## src/hdl/tpg_pkg.sv

```systemverilog
// ----------------------------------------------------------------------------
// tpg_pkg
// Shared types, codes and constants of the tape pulse generator.
// ----------------------------------------------------------------------------
package tpg_pkg;

  // tape store geometry
  localparam int STORE_DEPTH = 65536;
  localparam int ADDR_W      = $clog2(STORE_DEPTH);

  // field widths
  localparam int LEN_W   = 17;
  localparam int TICK_W  = 16;
  localparam int PHASE_W = 3;
  localparam int REQ_W   = 2;
  localparam int CIDX_W  = 3;
  localparam int PILOT_W = 15;

  // request codes
  localparam logic [REQ_W-1:0] REQ_WRITE  = 2'd0;
  localparam logic [REQ_W-1:0] REQ_START  = 2'd1;
  localparam logic [REQ_W-1:0] REQ_EXPIRE = 2'd2;
  localparam logic [REQ_W-1:0] REQ_STOP   = 2'd3;

  // playback phase codes
  localparam logic [PHASE_W-1:0] PH_IDLE  = 3'd0;
  localparam logic [PHASE_W-1:0] PH_PILOT = 3'd1;
  localparam logic [PHASE_W-1:0] PH_SYNC1 = 3'd2;
  localparam logic [PHASE_W-1:0] PH_SYNC2 = 3'd3;
  localparam logic [PHASE_W-1:0] PH_BIT_A = 3'd4;
  localparam logic [PHASE_W-1:0] PH_BIT_B = 3'd5;
  localparam logic [PHASE_W-1:0] PH_PAUSE = 3'd6;
  localparam logic [PHASE_W-1:0] PH_DONE  = 3'd7;

  // configuration register indexes
  localparam logic [CIDX_W-1:0] CFG_TAPE_LEN  = 3'd0;
  localparam logic [CIDX_W-1:0] CFG_PILOT     = 3'd1;
  localparam logic [CIDX_W-1:0] CFG_SYNC1     = 3'd2;
  localparam logic [CIDX_W-1:0] CFG_SYNC2     = 3'd3;
  localparam logic [CIDX_W-1:0] CFG_ZERO      = 3'd4;
  localparam logic [CIDX_W-1:0] CFG_ONE       = 3'd5;
  localparam logic [CIDX_W-1:0] CFG_PAUSE     = 3'd6;

  // register reset values
  localparam logic [TICK_W-1:0] RST_PILOT = 16'd43360;
  localparam logic [TICK_W-1:0] RST_SYNC1 = 16'd13340;
  localparam logic [TICK_W-1:0] RST_SYNC2 = 16'd14700;
  localparam logic [TICK_W-1:0] RST_ZERO  = 16'd17100;
  localparam logic [TICK_W-1:0] RST_ONE   = 16'd34200;
  localparam logic [TICK_W-1:0] RST_PAUSE = 16'd1660;

  // pilot lengths in halves: header block (flag byte zero) and data block
  localparam logic [PILOT_W-1:0] HDR_HALVES = 15'd16128;
  localparam logic [PILOT_W-1:0] DAT_HALVES = 15'd6440;

  localparam logic [7:0] MASK_FIRST = 8'h80;
  localparam logic [7:0] FLAG_HDR   = 8'h00;

  // configuration as seen by the sequencer
  typedef struct packed {
    logic [LEN_W-1:0]  eff_len;
    logic [TICK_W-1:0] pilot;
    logic [TICK_W-1:0] sync1;
    logic [TICK_W-1:0] sync2;
    logic [TICK_W-1:0] zero_bit;
    logic [TICK_W-1:0] one_bit;
    logic [TICK_W-1:0] pause;
  } cfg_t;

  // store access from the sequencer
  typedef struct packed {
    logic              wr_en;
    logic [ADDR_W-1:0] wr_addr;
    logic [7:0]        wr_data;
    logic [ADDR_W-1:0] rd_addr;
  } mem_req_t;

  // one result transaction
  typedef struct packed {
    logic               start_failed;
    logic               running;
    logic [PHASE_W-1:0] phase;
    logic [TICK_W-1:0]  period;
    logic               armed;
    logic               ear;
  } res_t;

endpackage

```

## src/hdl/tpg_regs.sv

```systemverilog
// ----------------------------------------------------------------------------
// tpg_regs
// Configuration registers, written through the cfg channel.
// ----------------------------------------------------------------------------
module tpg_regs (
  input  logic                        clk,
  input  logic                        rst_n,
  input  logic                        cfg_valid,
  output logic                        cfg_ready,
  input  logic [tpg_pkg::CIDX_W-1:0]  cfg_index,
  input  logic [tpg_pkg::LEN_W-1:0]   cfg_data,
  output tpg_pkg::cfg_t               cfg
);

  logic [tpg_pkg::LEN_W-1:0]  tape_len_r;
  logic [tpg_pkg::TICK_W-1:0] pilot_r;
  logic [tpg_pkg::TICK_W-1:0] sync1_r;
  logic [tpg_pkg::TICK_W-1:0] sync2_r;
  logic [tpg_pkg::TICK_W-1:0] zero_r;
  logic [tpg_pkg::TICK_W-1:0] one_r;
  logic [tpg_pkg::TICK_W-1:0] pause_r;
  logic [tpg_pkg::TICK_W-1:0] v16;

  assign cfg_ready = 1'b1;
  assign v16       = cfg_data[tpg_pkg::TICK_W-1:0];

  // register writes
  always_ff @(posedge clk) begin
    if (!rst_n) begin
      tape_len_r <= '0;
      pilot_r    <= tpg_pkg::RST_PILOT;
      sync1_r    <= tpg_pkg::RST_SYNC1;
      sync2_r    <= tpg_pkg::RST_SYNC2;
      zero_r     <= tpg_pkg::RST_ZERO;
      one_r      <= tpg_pkg::RST_ONE;
      pause_r    <= tpg_pkg::RST_PAUSE;
    end else if (cfg_valid) begin
      unique case (cfg_index)
        tpg_pkg::CFG_TAPE_LEN: tape_len_r <= cfg_data;
        tpg_pkg::CFG_PILOT:    pilot_r    <= v16;
        tpg_pkg::CFG_SYNC1:    sync1_r    <= v16;
        tpg_pkg::CFG_SYNC2:    sync2_r    <= v16;
        tpg_pkg::CFG_ZERO:     zero_r     <= v16;
        tpg_pkg::CFG_ONE:      one_r      <= v16;
        tpg_pkg::CFG_PAUSE:    pause_r    <= v16;
        default: ;
      endcase
    end
  end

  // tape length clipped to the store size
  always_comb begin
    cfg.eff_len  = (tape_len_r > tpg_pkg::LEN_W'(tpg_pkg::STORE_DEPTH)) ?
                   tpg_pkg::LEN_W'(tpg_pkg::STORE_DEPTH) : tape_len_r;
    cfg.pilot    = pilot_r;
    cfg.sync1    = sync1_r;
    cfg.sync2    = sync2_r;
    cfg.zero_bit = zero_r;
    cfg.one_bit  = one_r;
    cfg.pause    = pause_r;
  end

endmodule

```

## config.mk

```make
export PLATFORM = sky130hd
export DESIGN_NAME = tpg_regs
export DESIGN_NICKNAME = d
export VERILOG_FILES = /design/src/hdl/tpg_pkg.sv /design/src/hdl/tpg_regs.sv
export SDC_FILE = /design/constraint.sdc
export NUM_CORES = 1
export LEC_CHECK = 0
export BUFFER_PORTS_ARGS = -buffer_cell sky130_fd_sc_hd__buf_4
export CAP_MARGIN = 20
export CORE_ASPECT_RATIO = 0.7
export CORE_MARGIN = 2
export CORE_UTILIZATION = 25
export CTS_CLUSTER_DIAMETER = 50
export DETAILED_ROUTE_END_ITERATION = 10
export PLACE_DENSITY = 0.56
export SETUP_SLACK_MARGIN = 0.3
export SLEW_MARGIN = 40
export SYNTH_ARGS = -nofsm -noshare
export SYNTH_HDL_FRONTEND = slang
export SYNTH_SLANG_ARGS = --single-unit
```

## constraint.sdc

```tcl
create_clock -name clk -period 1.6 [get_ports clk]
set_input_delay 0.16 -clock clk [delete_from_list [all_inputs] [get_ports clk]]
set_output_delay 0.16 -clock clk [all_outputs]
set_load 0.01 [all_outputs]
```

==> results.toml <==
[timing]
min_period_over_period = 1.12
finalClockSkew_ns = 0
rsz0062_at_grt = "true"
drv_slew = 0
fin_crit_ns = 1.79
setup_viol = 10
setup_slack_ns = -0.190
timing.fmax_mhz = 559
hold_slack_ns = 0.0201
final_hold_viol_count = 0

[placed_design]
numPortBuffers = 135
place_ws_ns = 0.0906
place.gp.congestion = 0.743
dp_hpwl_um = 9970
dp.cells = 869

[setup_path]
worstPathMaxFanout = 5
slowest_stage = "dfxtp_1"
end_kind = "primary output"
endpoint = "cfg[102]"
required_ns = 1.44
cpPeakStageDelay_ns = 0.34
r2r_start = "tape_len_r[16]"
worstSetupPathType = "reg -> out"
crit_top_cell = "buf_4"
r2r_cells = 3
startpoint_type = "flip-flop"
crit_arrival_ns = 1.63
startpoint = "tape_len_r[8]"
r2r_end = "tape_len_r[16]"
path_cells = "nor4_4 -> buf_4 -> a41oi_4 -> nor2b_1 -> buf_4"
rrSetupSlack_ns = 0.81

[drt]
drt-met1-wl_um = 7350
wl_met3_um = 1410
via_count = 3960
via_per_inst = 4.38
post_drt_wl_per_cell_um = 16.7
drt_iter0_drc = 268
top_layer = "met4"
route.met2.wl_um = 6230
dr.pass1.iters = 4
antenna_left = 0
drc = 0
totalWireLength_um = 15100

[yosys]
ys_seq_elements = 113
syn_area_sq_um = 4450
syn_area_per_cell_sq_um = 8.38
yosysSeqAreaShare = 0.508
synth_area_leaders = "dfxtp_1 (51%), nand2_1 (18%), a21boi_0 (9.3%)"
synthTopCellsByCount = "nand2_1 (216), dfxtp_1 (113), a21boi_0 (55), nand3_1 (39), clkbuf_1 (22)"
synthArstFlopShare = 0
yosys_warnings = 0
synth_top_area_frac = 0.508
ys_types = 24
synth.most_common_cell = "nand2_1"
syn_inst = 531
syn-num-nets = 554
yosys.area.top_type = "dfxtp_1"
synth_edf_count = 0
synth_ff_type = "dfxtp_1"

[final_layout]
diodes = 0
fin_nets = 687
drive_gt1_frac = 0.337
layoutNonFillerInstCount = 904
synthToLayoutAreaGrowth_pct = 43.9

[clock_tree]
clkSinkCount = 113
clock_path_buffers = 2
path_clk_slew_ns = 0.05
root_buffer = "clkbuf_16"
cts_made_buffers = 17
cts_tree = "yes"
htreeDepth = 4
clock_latency_ns = 0.41

[grt]
grt_usage = 0.163
antenna_found_initial = 0
gr-total-overflow = 0
grt_pass1_wl_um = 22700
grt_pass1_vias = 3759
grt_max_degree = 114

[pwr]
power_mw = 7.02
peakVddDrop_v = 0.000474
power_leakage_nw = 2.67
pwr_density_cell_nw_per_um2 = 1100

[status]
violations = "setup timing"
status = "finished, violations left"

[die]
die-area_sq_um = 18900
num_rows = 40
die_h_um = 116
pin_count = 137
start_util = 0.257
die_w_um = 163
core_sq_um = 17300

[hold_path]
min_from = "cfg_data[16]"
hold_class = "in -> reg"

[job]
timing.max_cap.violations = 0
==> logic make-up after synthesis <==
family | count (synthesis) | share of synthesized area
flip-flops | 113 | 0.508
AO/OA/AOI/OAI | 75 | 0.135
buffers and inverters | 43 | 0.0503
other | 1 | 0.000843
AND/OR/NAND/NOR | 299 | 0.305
==> registers in the layout (all words and copies together) (netlist names) <==
name / flops
tape_len_r: 17
one_r: 16
pause_r: 16
pilot_r: 16
sync1_r: 16
sync2_r: 16
zero_r: 16
==> power by group <==
group / total [mW] / internal, mW / leakage (nW) / switching (mW)
Sequential: 2.94 / 2.89 / 0.922 / 0.0493
Combinational: 0.586 / 0.256 / 1.49 / 0.330
Clock: 3.49 / 2.21 / 0.260 / 1.28
==> how the worst min path moves through the flow <==
stage                     slack [ns]             end  depth (start not counted)
after floorplan                 0.28       one_r[10]                          2
after global placement          0.44  tape_len_r[16]                          3
after detailed placement        0.44  tape_len_r[16]                          3
after CTS                       0.01  tape_len_r[16]                          3
after global routing            0.02  tape_len_r[16]                          3
final                           0.02  tape_len_r[16]                          3
==> layout by cell type, fill, tap and decap left out <==
cell	count
nor2b_2	1
a21boi_1	9
nand4bb_1	3
dfxtp_2	9
conb_1	1
or4b_4	1
nand4b_1	3
a21boi_0	55
clkinv_2	3
a21boi_2	10
nand3_1	39
buf_6	2
nor4b_4	1
clkbuf_8	3
and4bb_2	3
clkbuf_1	2
nor2b_4	5
buf_4	151
and4b_1	3
buf_12	1
dfxtp_1	104
bufinv_16	1
nand2_2	10
clkbuf_16	17
nor2b_1	10
nand2_1	216
inv_1	1
clkinvlp_4	2
nor4_4	4
a41oi_4	2
buf_8	1
==> repair_timing <==
| item | CTS | global route |
|---|---|---|
| endpoints found under the setup margin | 14 | 16 |
| gates cloned | 1 | 0 |
| pin swaps | 3 | 6 |
| resized for setup | 16 | 18 |
| hold buffers | 0 | 0 |
| buffers inserted | 1 | 5 |
==> critical path: cells and delay by family, from the launching register on <==
kind                   cells  cell delay, ns
and+or+nand+nor            2            0.42
buffers and inverters      2            0.31
AOI/OAI and AO/OA          1            0.15
DFF                        1            0.34
==> layout make-up <==
type,count,area [sq um]
fillers,1839,10900
flip-flops and latches,113,2270
multi-input cells,376,2110
repair buffers,155,1190
clock buffers,22,474
well taps,231,289
clock inverters,6,60.1
inverters,1,3.75
==> metrics by stage <==
step | cell area, sq um | util | TNS (ns)
final | 6400 | 0.370 | -1.77
after floorplan | 4460 | - | 0
after detailed placement | 5660 | 0.327 | 0
after global placement | 5660 | 0.327 | 0
after CTS | 6300 | 0.364 | -1.99
after global routing | 6400 | 0.370 | -2.68
==> routing by layer <==
layer	up-vias	GRT usage
li1	1991	-
met1	1827	0.232
met2	131	0.231
met3	11	0.0594
met4	0	0.0456
met5	-	0
Power figures use the tool's default switching activity.
