**config.mk**
```make
export PLATFORM = sky130hd
export DESIGN_NAME = tpg_ctrl
export DESIGN_NICKNAME = d
export VERILOG_FILES = /design/src/hdl/tpg_pkg.sv /design/src/hdl/tpg_ctrl.sv
export SDC_FILE = /design/constraint.sdc
export NUM_CORES = 1
export LEC_CHECK = 0
export BUFFER_PORTS_ARGS = -buffer_cell sky130_fd_sc_hd__buf_4
export CORE_MARGIN = 1
export CORE_UTILIZATION = 55
export CTS_CLUSTER_DIAMETER = 60
export DETAILED_ROUTE_END_ITERATION = 6
export PLACE_DENSITY_LB_ADDON = 0.3
export SKIP_LAST_GASP = 1
export SLEW_MARGIN = 20
export SYNTH_ARGS = -nofsm -noshare
export SYNTH_HDL_FRONTEND = slang
export SYNTH_SLANG_ARGS = --single-unit
```
**constraint.sdc**
```tcl
create_clock -name clk -period 5.1 [get_ports clk]
set_clock_uncertainty 0.1 [all_clocks]
set_input_delay 0.255 -clock clk [delete_from_list [all_inputs] [get_ports clk]]
set_output_delay 0.255 -clock clk [all_outputs]
set_load 0.05 [all_outputs]
```
**src/hdl/tpg_pkg.sv**
```systemverilog
// ----------------------------------------------------------------------------
// tpg_pkg
// Shared types, codes and constants of the tape pulse generator.
// ----------------------------------------------------------------------------
package tpg_pkg;

  // tape store geometry
  localparam int STORE_DEPTH = 65536;
  localparam int ADDR_W      = $clog2(STORE_DEPTH);

  // field widths
  localparam int LEN_W   = 17;
  localparam int TICK_W  = 16;
  localparam int PHASE_W = 3;
  localparam int REQ_W   = 2;
  localparam int CIDX_W  = 3;
  localparam int PILOT_W = 15;

  // request codes
  localparam logic [REQ_W-1:0] REQ_WRITE  = 2'd0;
  localparam logic [REQ_W-1:0] REQ_START  = 2'd1;
  localparam logic [REQ_W-1:0] REQ_EXPIRE = 2'd2;
  localparam logic [REQ_W-1:0] REQ_STOP   = 2'd3;

  // playback phase codes
  localparam logic [PHASE_W-1:0] PH_IDLE  = 3'd0;
  localparam logic [PHASE_W-1:0] PH_PILOT = 3'd1;
  localparam logic [PHASE_W-1:0] PH_SYNC1 = 3'd2;
  localparam logic [PHASE_W-1:0] PH_SYNC2 = 3'd3;
  localparam logic [PHASE_W-1:0] PH_BIT_A = 3'd4;
  localparam logic [PHASE_W-1:0] PH_BIT_B = 3'd5;
  localparam logic [PHASE_W-1:0] PH_PAUSE = 3'd6;
  localparam logic [PHASE_W-1:0] PH_DONE  = 3'd7;

  // configuration register indexes
  localparam logic [CIDX_W-1:0] CFG_TAPE_LEN  = 3'd0;
  localparam logic [CIDX_W-1:0] CFG_PILOT     = 3'd1;
  localparam logic [CIDX_W-1:0] CFG_SYNC1     = 3'd2;
  localparam logic [CIDX_W-1:0] CFG_SYNC2     = 3'd3;
  localparam logic [CIDX_W-1:0] CFG_ZERO      = 3'd4;
  localparam logic [CIDX_W-1:0] CFG_ONE       = 3'd5;
  localparam logic [CIDX_W-1:0] CFG_PAUSE     = 3'd6;

  // register reset values
  localparam logic [TICK_W-1:0] RST_PILOT = 16'd43360;
  localparam logic [TICK_W-1:0] RST_SYNC1 = 16'd13340;
  localparam logic [TICK_W-1:0] RST_SYNC2 = 16'd14700;
  localparam logic [TICK_W-1:0] RST_ZERO  = 16'd17100;
  localparam logic [TICK_W-1:0] RST_ONE   = 16'd34200;
  localparam logic [TICK_W-1:0] RST_PAUSE = 16'd1660;

  // pilot lengths in halves: header block (flag byte zero) and data block
  localparam logic [PILOT_W-1:0] HDR_HALVES = 15'd16128;
  localparam logic [PILOT_W-1:0] DAT_HALVES = 15'd6440;

  localparam logic [7:0] MASK_FIRST = 8'h80;
  localparam logic [7:0] FLAG_HDR   = 8'h00;

  // configuration as seen by the sequencer
  typedef struct packed {
    logic [LEN_W-1:0]  eff_len;
    logic [TICK_W-1:0] pilot;
    logic [TICK_W-1:0] sync1;
    logic [TICK_W-1:0] sync2;
    logic [TICK_W-1:0] zero_bit;
    logic [TICK_W-1:0] one_bit;
    logic [TICK_W-1:0] pause;
  } cfg_t;

  // store access from the sequencer
  typedef struct packed {
    logic              wr_en;
    logic [ADDR_W-1:0] wr_addr;
    logic [7:0]        wr_data;
    logic [ADDR_W-1:0] rd_addr;
  } mem_req_t;

  // one result transaction
  typedef struct packed {
    logic               start_failed;
    logic               running;
    logic [PHASE_W-1:0] phase;
    logic [TICK_W-1:0]  period;
    logic               armed;
    logic               ear;
  } res_t;

endpackage

```
**src/hdl/tpg_ctrl.sv**
```systemverilog
// ----------------------------------------------------------------------------
// tpg_ctrl
// Request sequencer: reads the tape store, updates playback state and
// builds one result per request.
// ----------------------------------------------------------------------------
module tpg_ctrl (
  input  logic                        clk,
  input  logic                        rst_n,
  input  logic                        in_valid,
  output logic                        in_ready,
  input  logic [tpg_pkg::REQ_W-1:0]   in_type,
  input  logic [15:0]                 in_addr,
  input  logic [7:0]                  in_data,
  input  tpg_pkg::cfg_t               cfg,
  output tpg_pkg::mem_req_t           mem,
  input  logic [7:0]                  rd_data,
  output tpg_pkg::res_t               res,
  output logic                        res_valid,
  input  logic                        res_take
);

  // sequencer states
  localparam logic [2:0] S_IDLE   = 3'd0;
  localparam logic [2:0] S_LOAD   = 3'd1;
  localparam logic [2:0] S_LEN_LO = 3'd2;
  localparam logic [2:0] S_LEN_HI = 3'd3;
  localparam logic [2:0] S_CHECK  = 3'd4;
  localparam logic [2:0] S_FLAG   = 3'd5;
  localparam logic [2:0] S_FETCH  = 3'd6;
  localparam logic [2:0] S_EMIT   = 3'd7;

  localparam int AW = tpg_pkg::ADDR_W;
  localparam int LW = tpg_pkg::LEN_W;

  logic [2:0]                   st_r, st_nxt;
  logic [LW-1:0]                pos_r, pos_nxt;
  logic [tpg_pkg::PILOT_W-1:0]  pilot_r, pilot_nxt;
  logic [15:0]                  bytes_r, bytes_nxt;
  logic [7:0]                   cur_r, cur_nxt;
  logic [7:0]                   mask_r, mask_nxt;
  logic [15:0]                  pause_r, pause_nxt;
  logic [tpg_pkg::PHASE_W-1:0]  phase_r, phase_nxt;
  logic                         ear_r, ear_nxt;
  logic                         run_r, run_nxt;
  logic                         armed_r, armed_nxt;
  logic [tpg_pkg::TICK_W-1:0]   period_r, period_nxt;
  logic                         failed_r, failed_nxt;
  logic                         from_start_r, from_start_nxt;
  logic [7:0]                   lo_r, lo_nxt;
  logic [15:0]                  len_r, len_nxt;

  logic       accept;
  logic       load_ok;
  logic       load_bad;
  logic [7:0] mask_sh;
  logic [LW-1:0] pos_inc;

  assign in_ready  = (st_r == S_IDLE);
  assign accept    = in_valid && in_ready;
  assign res_valid = (st_r == S_EMIT);
  assign pos_inc   = pos_r + LW'(1);
  assign mask_sh   = (phase_r == tpg_pkg::PH_BIT_B) ? (mask_r >> 1) : mask_r;

  // store access
  always_comb begin
    mem.wr_en   = accept && (in_type == tpg_pkg::REQ_WRITE) &&
                  ({1'b0, in_addr} < 17'(tpg_pkg::STORE_DEPTH));
    mem.wr_addr = in_addr[AW-1:0];
    mem.wr_data = in_data;
    mem.rd_addr = (st_r == S_LEN_LO) ? pos_inc[AW-1:0] : pos_r[AW-1:0];
  end

  // sequencer
  always_comb begin
    st_nxt         = st_r;
    pos_nxt        = pos_r;
    pilot_nxt      = pilot_r;
    bytes_nxt      = bytes_r;
    cur_nxt        = cur_r;
    mask_nxt       = mask_r;
    pause_nxt      = pause_r;
    phase_nxt      = phase_r;
    ear_nxt        = ear_r;
    run_nxt        = run_r;
    armed_nxt      = armed_r;
    period_nxt     = period_r;
    failed_nxt     = failed_r;
    from_start_nxt = from_start_r;
    lo_nxt         = lo_r;
    len_nxt        = len_r;
    load_ok        = 1'b0;
    load_bad       = 1'b0;

    unique case (st_r)
      S_IDLE: begin
        if (accept) begin
          armed_nxt  = 1'b0;
          period_nxt = '0;
          failed_nxt = 1'b0;
          st_nxt     = S_EMIT;
          unique case (in_type)
            tpg_pkg::REQ_WRITE: ;
            tpg_pkg::REQ_START: begin
              if (cfg.eff_len == '0) begin
                failed_nxt = 1'b1;
              end else begin
                pos_nxt        = '0;
                ear_nxt        = 1'b0;
                phase_nxt      = tpg_pkg::PH_IDLE;
                mask_nxt       = '0;
                pause_nxt      = '0;
                from_start_nxt = 1'b1;
                st_nxt         = S_LOAD;
              end
            end
            tpg_pkg::REQ_STOP: begin
              phase_nxt = tpg_pkg::PH_IDLE;
              run_nxt   = 1'b0;
            end
            tpg_pkg::REQ_EXPIRE: begin
              if (run_r) begin
                priority if (phase_r == tpg_pkg::PH_PAUSE) begin
                  if (pause_r != '0) begin
                    pause_nxt  = pause_r - 16'd1;
                    armed_nxt  = 1'b1;
                    period_nxt = cfg.pilot;
                  end else begin
                    ear_nxt        = 1'b0;
                    from_start_nxt = 1'b0;
                    st_nxt         = S_LOAD;
                  end
                end else if (phase_r != tpg_pkg::PH_IDLE &&
                             phase_r != tpg_pkg::PH_DONE) begin
                  ear_nxt   = ~ear_r;
                  armed_nxt = 1'b1;
                  priority if (phase_r == tpg_pkg::PH_PILOT) begin
                    if (pilot_r > tpg_pkg::PILOT_W'(1)) begin
                      pilot_nxt  = pilot_r - tpg_pkg::PILOT_W'(1);
                      period_nxt = cfg.pilot;
                    end else begin
                      phase_nxt  = tpg_pkg::PH_SYNC1;
                      period_nxt = cfg.sync1;
                    end
                  end else if (phase_r == tpg_pkg::PH_SYNC1) begin
                    phase_nxt  = tpg_pkg::PH_SYNC2;
                    period_nxt = cfg.sync2;
                  end else if (phase_r == tpg_pkg::PH_BIT_A) begin
                    phase_nxt  = tpg_pkg::PH_BIT_B;
                    period_nxt = (|(cur_r & mask_r)) ? cfg.one_bit : cfg.zero_bit;
                  end else begin
                    // sync2 or second bit half: next bit, next byte or pause
                    mask_nxt = mask_sh;
                    if (mask_sh != '0) begin
                      phase_nxt  = tpg_pkg::PH_BIT_A;
                      period_nxt = (|(cur_r & mask_sh)) ? cfg.one_bit : cfg.zero_bit;
                    end else if (bytes_r != '0) begin
                      st_nxt = S_FETCH;
                    end else begin
                      phase_nxt  = tpg_pkg::PH_PAUSE;
                      pause_nxt  = cfg.pause;
                      period_nxt = cfg.pilot;
                    end
                  end
                end else begin
                  armed_nxt = 1'b0;
                end
              end
            end
            default: ;
          endcase
        end
      end

      // room for the two length bytes
      S_LOAD: begin
        if (({1'b0, pos_r} + 18'd2) > {1'b0, cfg.eff_len}) begin
          load_bad = 1'b1;
        end else begin
          st_nxt = S_LEN_LO;
        end
      end

      S_LEN_LO: begin
        lo_nxt = rd_data;
        st_nxt = S_LEN_HI;
      end

      S_LEN_HI: begin
        len_nxt = {rd_data, lo_r};
        pos_nxt = pos_r + LW'(2);
        st_nxt  = S_CHECK;
      end

      // block must fit in the tape
      S_CHECK: begin
        if (({1'b0, pos_r} + 18'(len_r)) > {1'b0, cfg.eff_len}) begin
          load_bad = 1'b1;
        end else begin
          bytes_nxt = len_r;
          mask_nxt  = '0;
          if (len_r != '0) begin
            st_nxt = S_FLAG;
          end else begin
            pilot_nxt = tpg_pkg::DAT_HALVES;
            load_ok   = 1'b1;
          end
        end
      end

      // flag byte picks the pilot length
      S_FLAG: begin
        pilot_nxt = (rd_data == tpg_pkg::FLAG_HDR) ? tpg_pkg::HDR_HALVES :
                                                     tpg_pkg::DAT_HALVES;
        load_ok   = 1'b1;
      end

      // next data byte arrives
      S_FETCH: begin
        cur_nxt    = rd_data;
        pos_nxt    = pos_inc;
        bytes_nxt  = bytes_r - 16'd1;
        mask_nxt   = tpg_pkg::MASK_FIRST;
        phase_nxt  = tpg_pkg::PH_BIT_A;
        period_nxt = rd_data[7] ? cfg.one_bit : cfg.zero_bit;
        st_nxt     = S_EMIT;
      end

      S_EMIT: begin
        if (res_take) begin
          st_nxt = S_IDLE;
        end
      end

      default: st_nxt = S_IDLE;
    endcase

    // outcome of a block load
    if (load_ok) begin
      phase_nxt  = tpg_pkg::PH_PILOT;
      armed_nxt  = 1'b1;
      period_nxt = cfg.pilot;
      if (from_start_r) begin
        run_nxt = 1'b1;
      end
      st_nxt = S_EMIT;
    end
    if (load_bad) begin
      run_nxt = 1'b0;
      if (from_start_r) begin
        failed_nxt = 1'b1;
      end else begin
        phase_nxt = tpg_pkg::PH_DONE;
      end
      st_nxt = S_EMIT;
    end
  end

  // control state
  always_ff @(posedge clk) begin
    if (!rst_n) begin
      st_r    <= S_IDLE;
      pos_r   <= '0;
      pilot_r <= '0;
      bytes_r <= '0;
      cur_r   <= '0;
      mask_r  <= '0;
      pause_r <= '0;
      phase_r <= tpg_pkg::PH_IDLE;
      ear_r   <= 1'b0;
      run_r   <= 1'b0;
    end else begin
      st_r    <= st_nxt;
      pos_r   <= pos_nxt;
      pilot_r <= pilot_nxt;
      bytes_r <= bytes_nxt;
      cur_r   <= cur_nxt;
      mask_r  <= mask_nxt;
      pause_r <= pause_nxt;
      phase_r <= phase_nxt;
      ear_r   <= ear_nxt;
      run_r   <= run_nxt;
    end
  end

  // result and scratch payload
  always_ff @(posedge clk) begin
    armed_r      <= armed_nxt;
    period_r     <= period_nxt;
    failed_r     <= failed_nxt;
    from_start_r <= from_start_nxt;
    lo_r         <= lo_nxt;
    len_r        <= len_nxt;
  end

  always_comb begin
    res.ear          = ear_r;
    res.armed        = armed_r;
    res.period       = period_r;
    res.phase        = phase_r;
    res.running      = run_r;
    res.start_failed = failed_r;
  end

endmodule
```
==> results of run 1 <==
-- metal layers --
metal,part of all wire (%),track usage (%)
met1,42,48.8
met2,45,54.5
met3,11,6.10
met4,2.4,13.0
met5,0,0
-- per-stage QoR --
| stage | worst slack, ns | hold WS [ns] | instance area, um^2 |
|---|---|---|---|
| floorplan | 0.433 | 0.254 | 10900 |
| global placement | 0.325 | 0.302 | 12200 |
| detailed placement | 0.134 | 0.305 | 12200 |
| CTS | 0.171 | 0.0830 | 12900 |
| global route | 0.0125 | 0.100 | 12900 |
| finish | 0.231 | 0.0837 | 12900 |
-- layout by cell type, fill, tap and decap left out, drive strengths merged, types with 8 or more instances in the layout --
cell type,instances
buf,206
a21oi,125
nor2,109
o21ai,107
nand2,105
dfxtp,90
inv,77
ha,61
a211oi,54
nand3,47
nor3,47
edfxtp,41
xnor2,32
mux2i,24
nor4,22
o2111ai,22
o31ai,22
a31oi,20
or3,19
xor2,19
clkbuf,17
and3,16
nand4,15
or2,15
nand2b,12
or4,12
a21o,11
o21a,11
o2111a,11
and2,8
o221ai,8
mux2,8
o311ai,8
-- repair_timing --
item	4_1_cts	5_1_grt
endpoints found under the setup margin	0	35
buffers inserted	0	2
hold endpoints to repair	15	0
hold buffers	7	0
resized for setup	0	2
-- worst max-delay path, cell delays in order, from the launching register on --
cell and delay (ns):
sky130_fd_sc_hd__edfxtp_1 0.43, sky130_fd_sc_hd__ha_1 0.25, sky130_fd_sc_hd__fa_1 0.41, sky130_fd_sc_hd__a21o_1 0.19
sky130_fd_sc_hd__a21o_1 0.21, sky130_fd_sc_hd__a21oi_1 0.22, sky130_fd_sc_hd__o31a_1 0.27, sky130_fd_sc_hd__nor2b_1 0.06
sky130_fd_sc_hd__o21ai_0 0.14, sky130_fd_sc_hd__a21oi_1 0.10, sky130_fd_sc_hd__ha_1 0.31, sky130_fd_sc_hd__a21o_1 0.16
sky130_fd_sc_hd__a211o_1 0.29, sky130_fd_sc_hd__o2111ai_1 0.26, sky130_fd_sc_hd__a31o_2 0.33, sky130_fd_sc_hd__a31oi_4 0.27
sky130_fd_sc_hd__or4_1 0.59, sky130_fd_sc_hd__a31oi_1 0.17
-- registers in the layout, indices dropped and copies added (netlist names) --
register,flops
armed_r,1
ear_r,1
failed_r,1
phase_r,3
pos_r,17
len_r,16
pilot_r,15
period_r,16
st_r,3
mask_r,8
run_r,1
pause_r,16
bytes_r,16
lo_r,8
cur_r,8
from_start_r,1
-- layout make-up --
| class | count | share of cell area (%) |
|---|---|---|
| multi-input cells | 1084 | 54.9 |
| flip-flops and latches | 131 | 23.5 |
| repair buffers | 213 | 12.5 |
| clock buffers | 17 | 3.30 |
| well taps | 265 | 2.57 |
| inverters | 67 | 1.95 |
| clock inverters | 15 | 1.22 |
-- how the worst max path moves through the flow --
stage / to / start
floorplan: period_r[0] / len_r[0]
global placement: pilot_r[11] / len_r[0]
detailed placement: period_r[6] / len_r[0]
CTS: period_r[6] / len_r[0]
global route: mask_r[1] / len_r[0]
finish: pilot_r[11] / len_r[0]
-- logic make-up after synthesis --
logic type      synth area share, %
xor+xnor                       4.10
fa+ha+maj                      7.19
mux                            3.03
flops                          27.9
compound gates                 30.0
buf+inv                        7.45
simple gates                   20.4
-- power by group through the flow --
stage | sequential (uW) | combinational (uW) | clock, uW
floorplan | 1680 | 1790 | 0
global placement | 1570 | 2600 | 0
detailed placement | 1570 | 2630 | 0
CTS | 1550 | 2650 | 1230
global route | 1590 | 2940 | 1270
finish | 1570 | 2730 | 1230
==> summary.txt, run 1 <==
=========================================================================================
CTS sink cnt                                                                          131
Total nets after synthesis                                                          1,607
Routed len/inst                                                                   20.1 um
Library cell occupying the most area in the post-synthesis netlist           sky130_fd_sc_hd__dfxtp_1
Placed Cells                                                                        1,750
Required time worst endpoint                                                      5.35 ns
Maximum ir drop on the vdd rail                                                  0.405 mV
Combined flip-flop and latch cell area                                          3030 um^2
Yosys Warn Count                                                                        0
R2r startpoint                                                                   len_r[0]
Sequential fraction of the synthesis area                                           27.9%
Area taken by multi-input logic gates                                           7070 um^2
Max Fanout on Critical Path                                                            24
Worst-path clk slew                                                               0.06 ns
Clock buffer count from CTS                                                            17
Drc violations                                                                          0
Pin count of the biggest net entering global routing                                   64
Worst reg2reg endpoint                                                        pilot_r[11]
Leading cell types by total area after synthesis                             sky130_fd_sc_hd__dfxtp_1 (17%), sky130_fd_sc_hd__edfxtp_1 (11%), sky130_fd_sc_hd__ha_1 (7.0%)
Final Hold Vio Count                                                                    0
Sum of negative setup slack                                                          0 ns
Buffers added on ports                                                                168
Top-level I/O count                                                                   217
DP HPWL                                                                         25,800 um
RD Place Congestion                                                                 0.914
Sw frac                                                                             46.6%
Pleak                                                                          0.00521 uW
Number of enable-type register cells in the synthesized netlist                        41
Worst path arrival time                                                           5.11 ns
Worst hold endpoint                                                           pause_r[15]
Final worst path period need                                                      4.87 ns
Die area                                                                      20,400 um^2
Area delta synth->final                                                             18.3%
Unrepaired setup endpoints after global routing                                        no
Top cell types by occurrence after synthesis                                 sky130_fd_sc_hd__a21oi_1 (124), sky130_fd_sc_hd__nor2_1 (109), sky130_fd_sc_hd__nand2_1 (104)
Number of global-route vias before repair                                          10,800
Detailed Route Iter0 Violations                                                     1,417
Setup slack on the worst flop-to-flop path                                        0.23 ns
Drt pass-1 iters                                                                        6
Design Power                                                                      5530 uW
Count of cell types in the netlist                                                     82
Post-Syn Instances                                                                  1,394
Power spent charging and discharging nets                                         2580 uW
Share of the synthesized area in the top cell type                                  16.5%
Type of the most critical hold path                                             in -> reg
Crit share post-route                                                               95.5%
Clock tree root buffer cell                                                  sky130_fd_sc_hd__clkbuf_16
Internal portion of total power                                                   2950 uW
Depth of the most critical reg-to-reg path                                             17
Post-synthesis instance area                                                  10,900 um^2
H-tree levels                                                                           4
Buffers from clock root to sink, at most                                                2
Later-pin clock latency in the skew report                                        0.43 ns
Flip-flop and latch count after synthesis                                             131
Via total after detailed routing                                                   11,800
Syn Area/Cell                                                                   7.81 um^2
Proportion of register bits with asynchronous set or reset after synthesis             0%
Highest achievable clock rate                                                   0.205 GHz
Worst-case headroom to the max-slew limit                                           23.8%
Total power per unit cell area                                                429 nW/um^2
Post-layout instance count excluding filler cells                                   1,792
Max Transition Viols Final                                                              0
Part of the power in the clock network                                              22.3%
Final setup violation count                                                             0
Finished Core Util                                                                  66.2%
Placeable core region                                                         19,500 um^2
Critical path launch point type                                                  register
Slew at the pin closest to its max-slew limit                                     1.14 ns
CTS tree                                                                            built
Average via count per standard cell                                                  6.61
Total congestion overflow                                                               0
Run status                                                                   complete, no violations
Row count                                                                              51
First-pass GRT wire length                                                      56,300 um
Total GRT Usage                                                                     35.2%
Die Ht                                                                             143 um
Initial Util                                                                        55.9%
Fill count                                                                          1,664
Crit path kind                                                                 reg -> reg
Antenna viol nets, final                                                                0
Hold Crit Depth                                                                         3
Layout net count                                                                    1,727
Share of cells above drive strength 1                                               18.1%
Max-cap violation count                                                                 0
X dimension of the die                                                             143 um
Power share of the sequential group                                                 28.3%
Leading cell type by number of instances after synthesis                     sky130_fd_sc_hd__a21oi_1
Startpoint of the lowest-slack hold path                                          cfg[15]
Combinational cell fraction of total power                                          49.4%
Element type at the critical path end                                            register
Ant. Diodes                                                                             0
Flip-flop cell with the highest count after synthesis                        sky130_fd_sc_hd__dfxtp_1
Antenna violations before repair                                                        0
WL final                                                                        36,100 um
=========================================================================================
(Power assumes the default switching activity.)
==> run 2, diff against run 1 <==
Settings changed: GPL_ROUTABILITY_DRIVEN set to 0, MAX_ROUTING_LAYER set to met4, REMOVE_ABC_BUFFERS set to 1.
==> run 2 against run 1 <==
Sequential share of layout area barely moved. Sequential power is essentially flat. Via count increased by 0.77%. Wire length increased by 0.36%. Die area did not move. Critical path depth down 1. Largest cell class unchanged.
==> summary.txt, run 2 (synthesis results as in run 1) <==
========================================================================================
Run status                                                                  complete, no violations
Delay of the slowest cell on the worst path                                      0.45 ns   -0.14 ns
Worst path arrival time                                                          4.97 ns   -0.14 ns
DP HPWL                                                                        25,500 um   -1.0%
Total stage count of the critical path                                                16   -1
Drt pass-1 iters                                                                       5   -1
CTS sink cnt                                                                         131   unchanged
Critical Path Slowest Stage Cell                                            sky130_fd_sc_hd__edfxtp_1
Buffers from clock root to sink, at most                                               2   unchanged
Power share of the sequential group                                                27.6%   -0.7 points
R2r startpoint                                                                  len_r[0]
Buffers added on ports                                                               168   unchanged
Detailed Route Iter0 Violations                                                    1,098   -23%
Max Transition Viols Final                                                             0   unchanged
Part of the power in the clock network                                             23.4%   +1.1 points
Max-cap violation count                                                                0   unchanged
Commonest non-fill, non-tap cells in the layout                             sky130_fd_sc_hd__buf_4 (196), sky130_fd_sc_hd__a21oi_1 (124), sky130_fd_sc_hd__nor2_1 (109), sky130_fd_sc_hd__nand2_1 (104), sky130_fd_sc_hd__o21ai_0 (100)
Placed Cells                                                                       1,744   -0.34%
Ant. Diodes                                                                            0   unchanged
Worst reg2reg endpoint                                                       period_r[9]
CP cell instances                                                           ha_1 > fa_1 > a21o_1 > a21o_1 > a21oi_1 > o21ai_0 > xor2_1 > ha_1 > nand4_1 > a2111oi_2 > o2111ai_2 > a31o_2 > a22oi_2 > o31a_1 > buf_4 > o221ai_1
Required time worst endpoint                                                     5.15 ns   -0.20 ns
Fill count                                                                         1,660   -0.24%
Worst-path clk slew                                                              0.07 ns   about the same
Layout net count                                                                   1,719   -0.46%
Internal portion of total power                                                  3040 uW   +3.0%
Via total after detailed routing                                                  11,900   +0.77%
Pleak                                                                         0.00518 uW   -0.52%
Total GRT Usage                                                                    36.6%   +1.4 points
Combinational cell fraction of total power                                         49.1%   -0.3 points
Depth of the most critical reg-to-reg path                                            16   -1
Maximum ir drop on the vdd rail                                                 0.388 mV   -4.2%
Average via count per standard cell                                                 6.69   +1.2%
Worst-case headroom to the max-slew limit                                          21.2%   -2.5 points
Crit path kind                                                                reg -> reg
X dimension of the die                                                            143 um   unchanged
Setup crit start                                                                len_r[0]
Category of cells accounting for the largest share of critical-path delay   compound AO/OA/AOI/OAI gates
Final setup violation count                                                            0   unchanged
Post-layout instance count excluding filler cells                                  1,784   -0.45%
Max Fanout on Critical Path                                                           10   -58%
Element type at the critical path end                                           register
Die area                                                                     20,400 um^2   unchanged
Antenna viol nets, final                                                               0   unchanged
Design Power                                                                     5590 uW   +1.1%
Number of global-route vias before repair                                         11,200   +3.3%
Buffer and inverter count on the worst path                                            1   +1
Die Ht                                                                            143 um   unchanged
Top-level I/O count                                                                  217   unchanged
Pin count of the biggest net entering global routing                                  64   unchanged
Power spent charging and discharging nets                                        2550 uW   -0.96%
Antenna violations before repair                                                       0   unchanged
Initial Util                                                                       55.9%   unchanged
Placeable core region                                                        19,500 um^2   unchanged
Worst hold slack                                                               0.0786 ns   -0.00509 ns
WL final                                                                       36,200 um   +0.36%
Most common cell after layout, fill and taps aside                          sky130_fd_sc_hd__buf_4
Row count                                                                             51   unchanged
Final Hold Vio Count                                                                   0   unchanged
CTS tree                                                                           built
Setup slack on the worst flop-to-flop path                                       0.18 ns   -0.05 ns
Area delta synth->final                                                            18.1%
Type of the most critical hold path                                            in -> reg
First-pass GRT wire length                                                     57,100 um   +1.3%
H-tree levels                                                                          4   unchanged
Largest reg by FF count                                                            pos_r
Slew at the pin closest to its max-slew limit                                    1.18 ns   +0.0413 ns
Crit share post-route                                                              96.5%   +0.98 points
Share of cells above drive strength 1                                              17.6%   -0.50 points
Total power per unit cell area                                               435 nW/um^2   +1.3%
Drc violations                                                                         0   unchanged
Highest achievable clock rate                                                  0.203 GHz   -1.0%
Clock buffer count from CTS                                                           17   unchanged
Routed len/inst                                                                  20.3 um   +0.81%
Clock tree root buffer cell                                                 sky130_fd_sc_hd__clkbuf_16
Later-pin clock latency in the skew report                                       0.44 ns   about the same
Sw frac                                                                            45.6%   -0.96 points
Worst setup endpoint                                                         period_r[9]
Total congestion overflow                                                              0   unchanged
Critical path launch point type                                                 register
Final worst path period need                                                     4.92 ns   +0.0502 ns
Max FFs per register                                                                  17   unchanged
========================================================================================
[run 2: routing by layer]
metal	vias to the layer above	track usage (%)	part of all wire, %
met3	130	7.28	9.4
met1	5584	44.1	40
li1	5475	-	-
met2	743	58.5	47
met5	-	-	0
met4	0	17.7	4.0
[run 2: tightest hold or removal path, delay by kind of cell]
kind	cells	cell delay, ns
AO/OA/AOI/OAI	2	0.23
buffers and inverters	1	0.08
[run 2: timing repair]
item,4_1_cts,5_1_grt
hold endpoints to repair,14,0
hold buffers,7,0
endpoints found under the setup margin,0,60
resized for setup,0,5
buffers inserted,0,0
[run 2: through the flow]
step	TNS (ns)	setup slack [ns]	area, um^2	util (%)
3_3_place_gp	0	0.466	12200	62.5
5_1_grt	-0.0335	-0.0171	12900	66.1
2_1_floorplan	-3.80	-0.238	10300	-
6_report	0	0.180	12900	66.1
3_5_place_dp	0	0.325	12200	62.5
4_1_cts	0	0.133	12800	65.9
[run 2: power by group through the flow]
stage	clock (uW)	sequential, uW	combinational (uW)
3_5_place_dp	0	1550	2650
4_1_cts	1300	1530	2690
2_1_floorplan	0	1750	1560
6_report	1310	1540	2740
3_3_place_gp	0	1550	2600
5_1_grt	1350	1560	2970
[run 2: worst min-delay path by stage]
stage / start / endpoint / slack [ns] / cells after the start
CTS: cfg[10] / pause_r[10] / 0.08 / 3
global route: cfg[9] / pause_r[9] / 0.10 / 3
floorplan: rd_data[2] / len_r[10] / 0.25 / 0
global placement: lo_r[2] / len_r[2] / 0.30 / 0
finish: cfg[9] / pause_r[9] / 0.08 / 3
detailed placement: lo_r[3] / len_r[3] / 0.31 / 0
[run 2: cell type report]
| type | count | area (um^2) | share of cell area, % |
|---|---|---|---|
| Sequential cell | 131 | 3030 | 23.6 |
| Multi-Input combinational cell | 1084 | 7080 | 55.1 |
| Inverter | 67 | 251 | 1.96 |
| Clock buffer | 18 | 429 | 3.34 |
| Tap cell | 265 | 332 | 2.58 |
| Timing Repair Buffer | 205 | 1560 | 12.1 |
| Clock inverter | 14 | 176 | 1.37 |
==> run 3, diff against run 2 <==
Settings changed: CORE_MARGIN 1 to 2.
==> run 3 against run 2 <==
Worst hold slack worse by 0.014 ns. Via count is 0.61% lower. Core utilization is 0.33 points lower. Register-to-register slack better by 0.099 ns. Sequential power is 3% higher. Critical path type unchanged.
==> summary.txt, run 3 (synthesis results as in run 1) <==
========================================================================================
First-pass GRT wire length                                                     56,300 um   -1.4%
Run status                                                                  complete, no violations
Commonest non-fill, non-tap cells in the layout                             sky130_fd_sc_hd__buf_4 (197), sky130_fd_sc_hd__a21oi_1 (124), sky130_fd_sc_hd__nor2_1 (109), sky130_fd_sc_hd__nand2_1 (104), sky130_fd_sc_hd__o21ai_0 (101)
Most common cell after layout, fill and taps aside                          sky130_fd_sc_hd__buf_4
Die area                                                                     20,900 um^2   +2.8%
Max Fanout on Critical Path                                                           16   +6
Delay of the slowest cell on the worst path                                      0.44 ns   about the same
Die Ht                                                                            145 um   +1.4%
Highest achievable clock rate                                                  0.207 GHz   +2.1%
Top-level I/O count                                                                  217   unchanged
Initial Util                                                                       55.9%   unchanged
Worst hold endpoint                                                           pause_r[9]
Area taken by multi-input logic gates                                          7070 um^2   -0.18%
Setup slack on the worst flop-to-flop path                                       0.28 ns   +0.10 ns
Max-cap violation count                                                                0   unchanged
Antenna violations before repair                                                       0   unchanged
Most numerous cell on the critical path                                     sky130_fd_sc_hd__a21o_1
Clock buffer count from CTS                                                           17   unchanged
Antenna viol nets, final                                                               0   unchanged
H-tree levels                                                                          4   unchanged
DP HPWL                                                                        25,500 um   about the same
Drc violations                                                                         0   unchanged
Layout net count                                                                   1,718   -0.058%
CTS sink cnt                                                                         131   unchanged
Buffer and inverter count on the worst path                                            2   +1
Average via count per standard cell                                                 6.65   -0.56%
WL final                                                                       35,800 um   -1.1%
Total power per unit cell area                                               427 nW/um^2   -1.7%
Max Transition Viols Final                                                             0   unchanged
Largest reg by FF count                                                            pos_r
CTS tree                                                                           built
Type of the most critical hold path                                            in -> reg
Number of global-route vias before repair                                         11,000   -1.5%
Buffers from clock root to sink, at most                                               2   unchanged
Depth of the most critical reg-to-reg path                                            18   +2
Critical Path Slowest Stage Cell                                            sky130_fd_sc_hd__edfxtp_1
Combined flip-flop and latch cell area                                         3030 um^2   unchanged
Crit path kind                                                                reg -> reg
Final Hold Vio Count                                                                   0   unchanged
Final setup violation count                                                            0   unchanged
R2r startpoint                                                                  len_r[0]
Fill count                                                                         1,667   +0.42%
CP cell instances                                                           ha_1 > fa_1 > a21o_1 > a21o_1 > a21oi_1 > o31a_1 > nor2b_1 > o21ai_0 > a21oi_1 > ha_1 > a21o_1 > a211o_1 > o2111ai_1 > a31o_2 > a22oi_2 > buf_4 > nand3_1 > buf_4
Ant. Diodes                                                                            0   unchanged
X dimension of the die                                                            145 um   +1.4%
Crit share post-route                                                              94.5%   -1.9 points
Post-layout instance count excluding filler cells                                  1,783   -0.056%
Unrepaired setup endpoints after global routing                                       no
Buffers added on ports                                                               168   unchanged
Maximum ir drop on the vdd rail                                                 0.345 mV   -11%
Placed Cells                                                                       1,744   unchanged
Pleak                                                                         0.00514 uW   -0.73%
Critical path launch point type                                                 register
Routed len/inst                                                                  20.1 um   -1.1%
Placeable core region                                                        19,500 um^2   unchanged
Area delta synth->final                                                            17.5%
Worst reg2reg endpoint                                                       period_r[3]
Row count                                                                             51   unchanged
Startpoint of the lowest-slack hold path                                          cfg[9]
Hold Crit Depth                                                                        3   unchanged
Clock tree root buffer cell                                                 sky130_fd_sc_hd__clkbuf_16
Category of cells accounting for the largest share of critical-path delay   compound AO/OA/AOI/OAI gates
Total GRT Usage                                                                    34.9%   -1.7 points
Worst-case headroom to the max-slew limit                                          31.9%   +11 points
Pin count of the biggest net entering global routing                                  64   unchanged
Final worst path period need                                                     4.82 ns   -0.0992 ns
Share of cells above drive strength 1                                              17.4%   -0.25 points
Design Power                                                                     5470 uW   -2.2%
Later-pin clock latency in the skew report                                       0.43 ns   about the same
Worst-path clk slew                                                              0.06 ns   about the same
Max FFs per register                                                                  17   unchanged
Drt pass-1 iters                                                                       7   +2
Slew at the pin closest to its max-slew limit                                    1.02 ns   -0.160 ns
Required time worst endpoint                                                     5.11 ns   -0.04 ns
Element type at the critical path end                                           register
Detailed Route Iter0 Violations                                                    1,092   -0.55%
Worst path arrival time                                                          4.83 ns   -0.14 ns
Via total after detailed routing                                                  11,900   -0.61%
Total congestion overflow                                                              0   unchanged
========================================================================================
## run 3: cell count changes in the layout (fill, tap and decap cells not counted), sizes merged
cell      delta
clkinvlp     +2
inv          -1
bufinv       -2
## run 3: metrics by stage
| step | TNS, ns | worst slack (ns) | utilization, % | area (um^2) | hold WS [ns] |
|---|---|---|---|---|---|
| after global placement | 0 | 0.449 | 62.5 | 12200 | 0.302 |
| after CTS | 0 | 0.320 | 65.7 | 12800 | 0.0625 |
| after global routing | 0 | 0.0226 | 65.7 | 12800 | 0.0971 |
| after floorplan | -3.80 | -0.238 | - | 10300 | 0.254 |
| after detailed placement | 0 | 0.345 | 62.5 | 12200 | 0.307 |
| final | 0 | 0.280 | 65.7 | 12800 | 0.0645 |
## run 3: power breakdown
part | switching, uW | internal (uW)
clock | 514 | 680
combinational | 1760 | 924
sequential | 253 | 1330
## run 3: layout make-up
cell class | count | share of cell area, %
Clock buffer | 19 | 3.38
Inverter | 67 | 1.97
Multi-Input combinational cell | 1084 | 55.2
Timing Repair Buffer | 204 | 12.1
Tap cell | 265 | 2.59
Clock inverter | 13 | 1.01
Sequential cell | 131 | 23.7
## run 3: worst max path at each step
stage / startpoint / to / slack (ns) / cells past startpoint
2_1_floorplan: len_r[0] / period_r[0] / -0.24 / 14
3_3_place_gp: len_r[0] / pilot_r[12] / 0.45 / 18
3_5_place_dp: len_r[0] / pilot_r[12] / 0.35 / 18
4_1_cts: len_r[0] / pilot_r[12] / 0.32 / 18
5_1_grt: len_r[0] / period_r[3] / 0.02 / 18
6_report: len_r[0] / period_r[3] / 0.28 / 18
## run 3: worst reg2reg max path: cells and delay by family (launching register included)
| kind | cells | cell delay [ns] |
|---|---|---|
| buffers and inverters | 2 | 0.53 |
| AO/OA/AOI/OAI | 11 | 2.26 |
| flip-flops | 1 | 0.44 |
| adder cells (fa/ha/maj) | 3 | 1.00 |
| AND/OR/NAND/NOR | 2 | 0.15 |
## run 3: repair_timing
action / 4_1_cts / 5_1_grt
buffers inserted: 0 / 0
hold endpoints to repair: 17 / 0
resized for setup: 0 / 1
setup endpoints to repair: 0 / 2
hold buffers: 7 / 0
## run 3: metal layers
layer,global-route usage (%),routed length [um]
met4,15.7,1330
met2,54.3,16500
met3,7.40,3580
met1,43.8,14500
met5,-,0
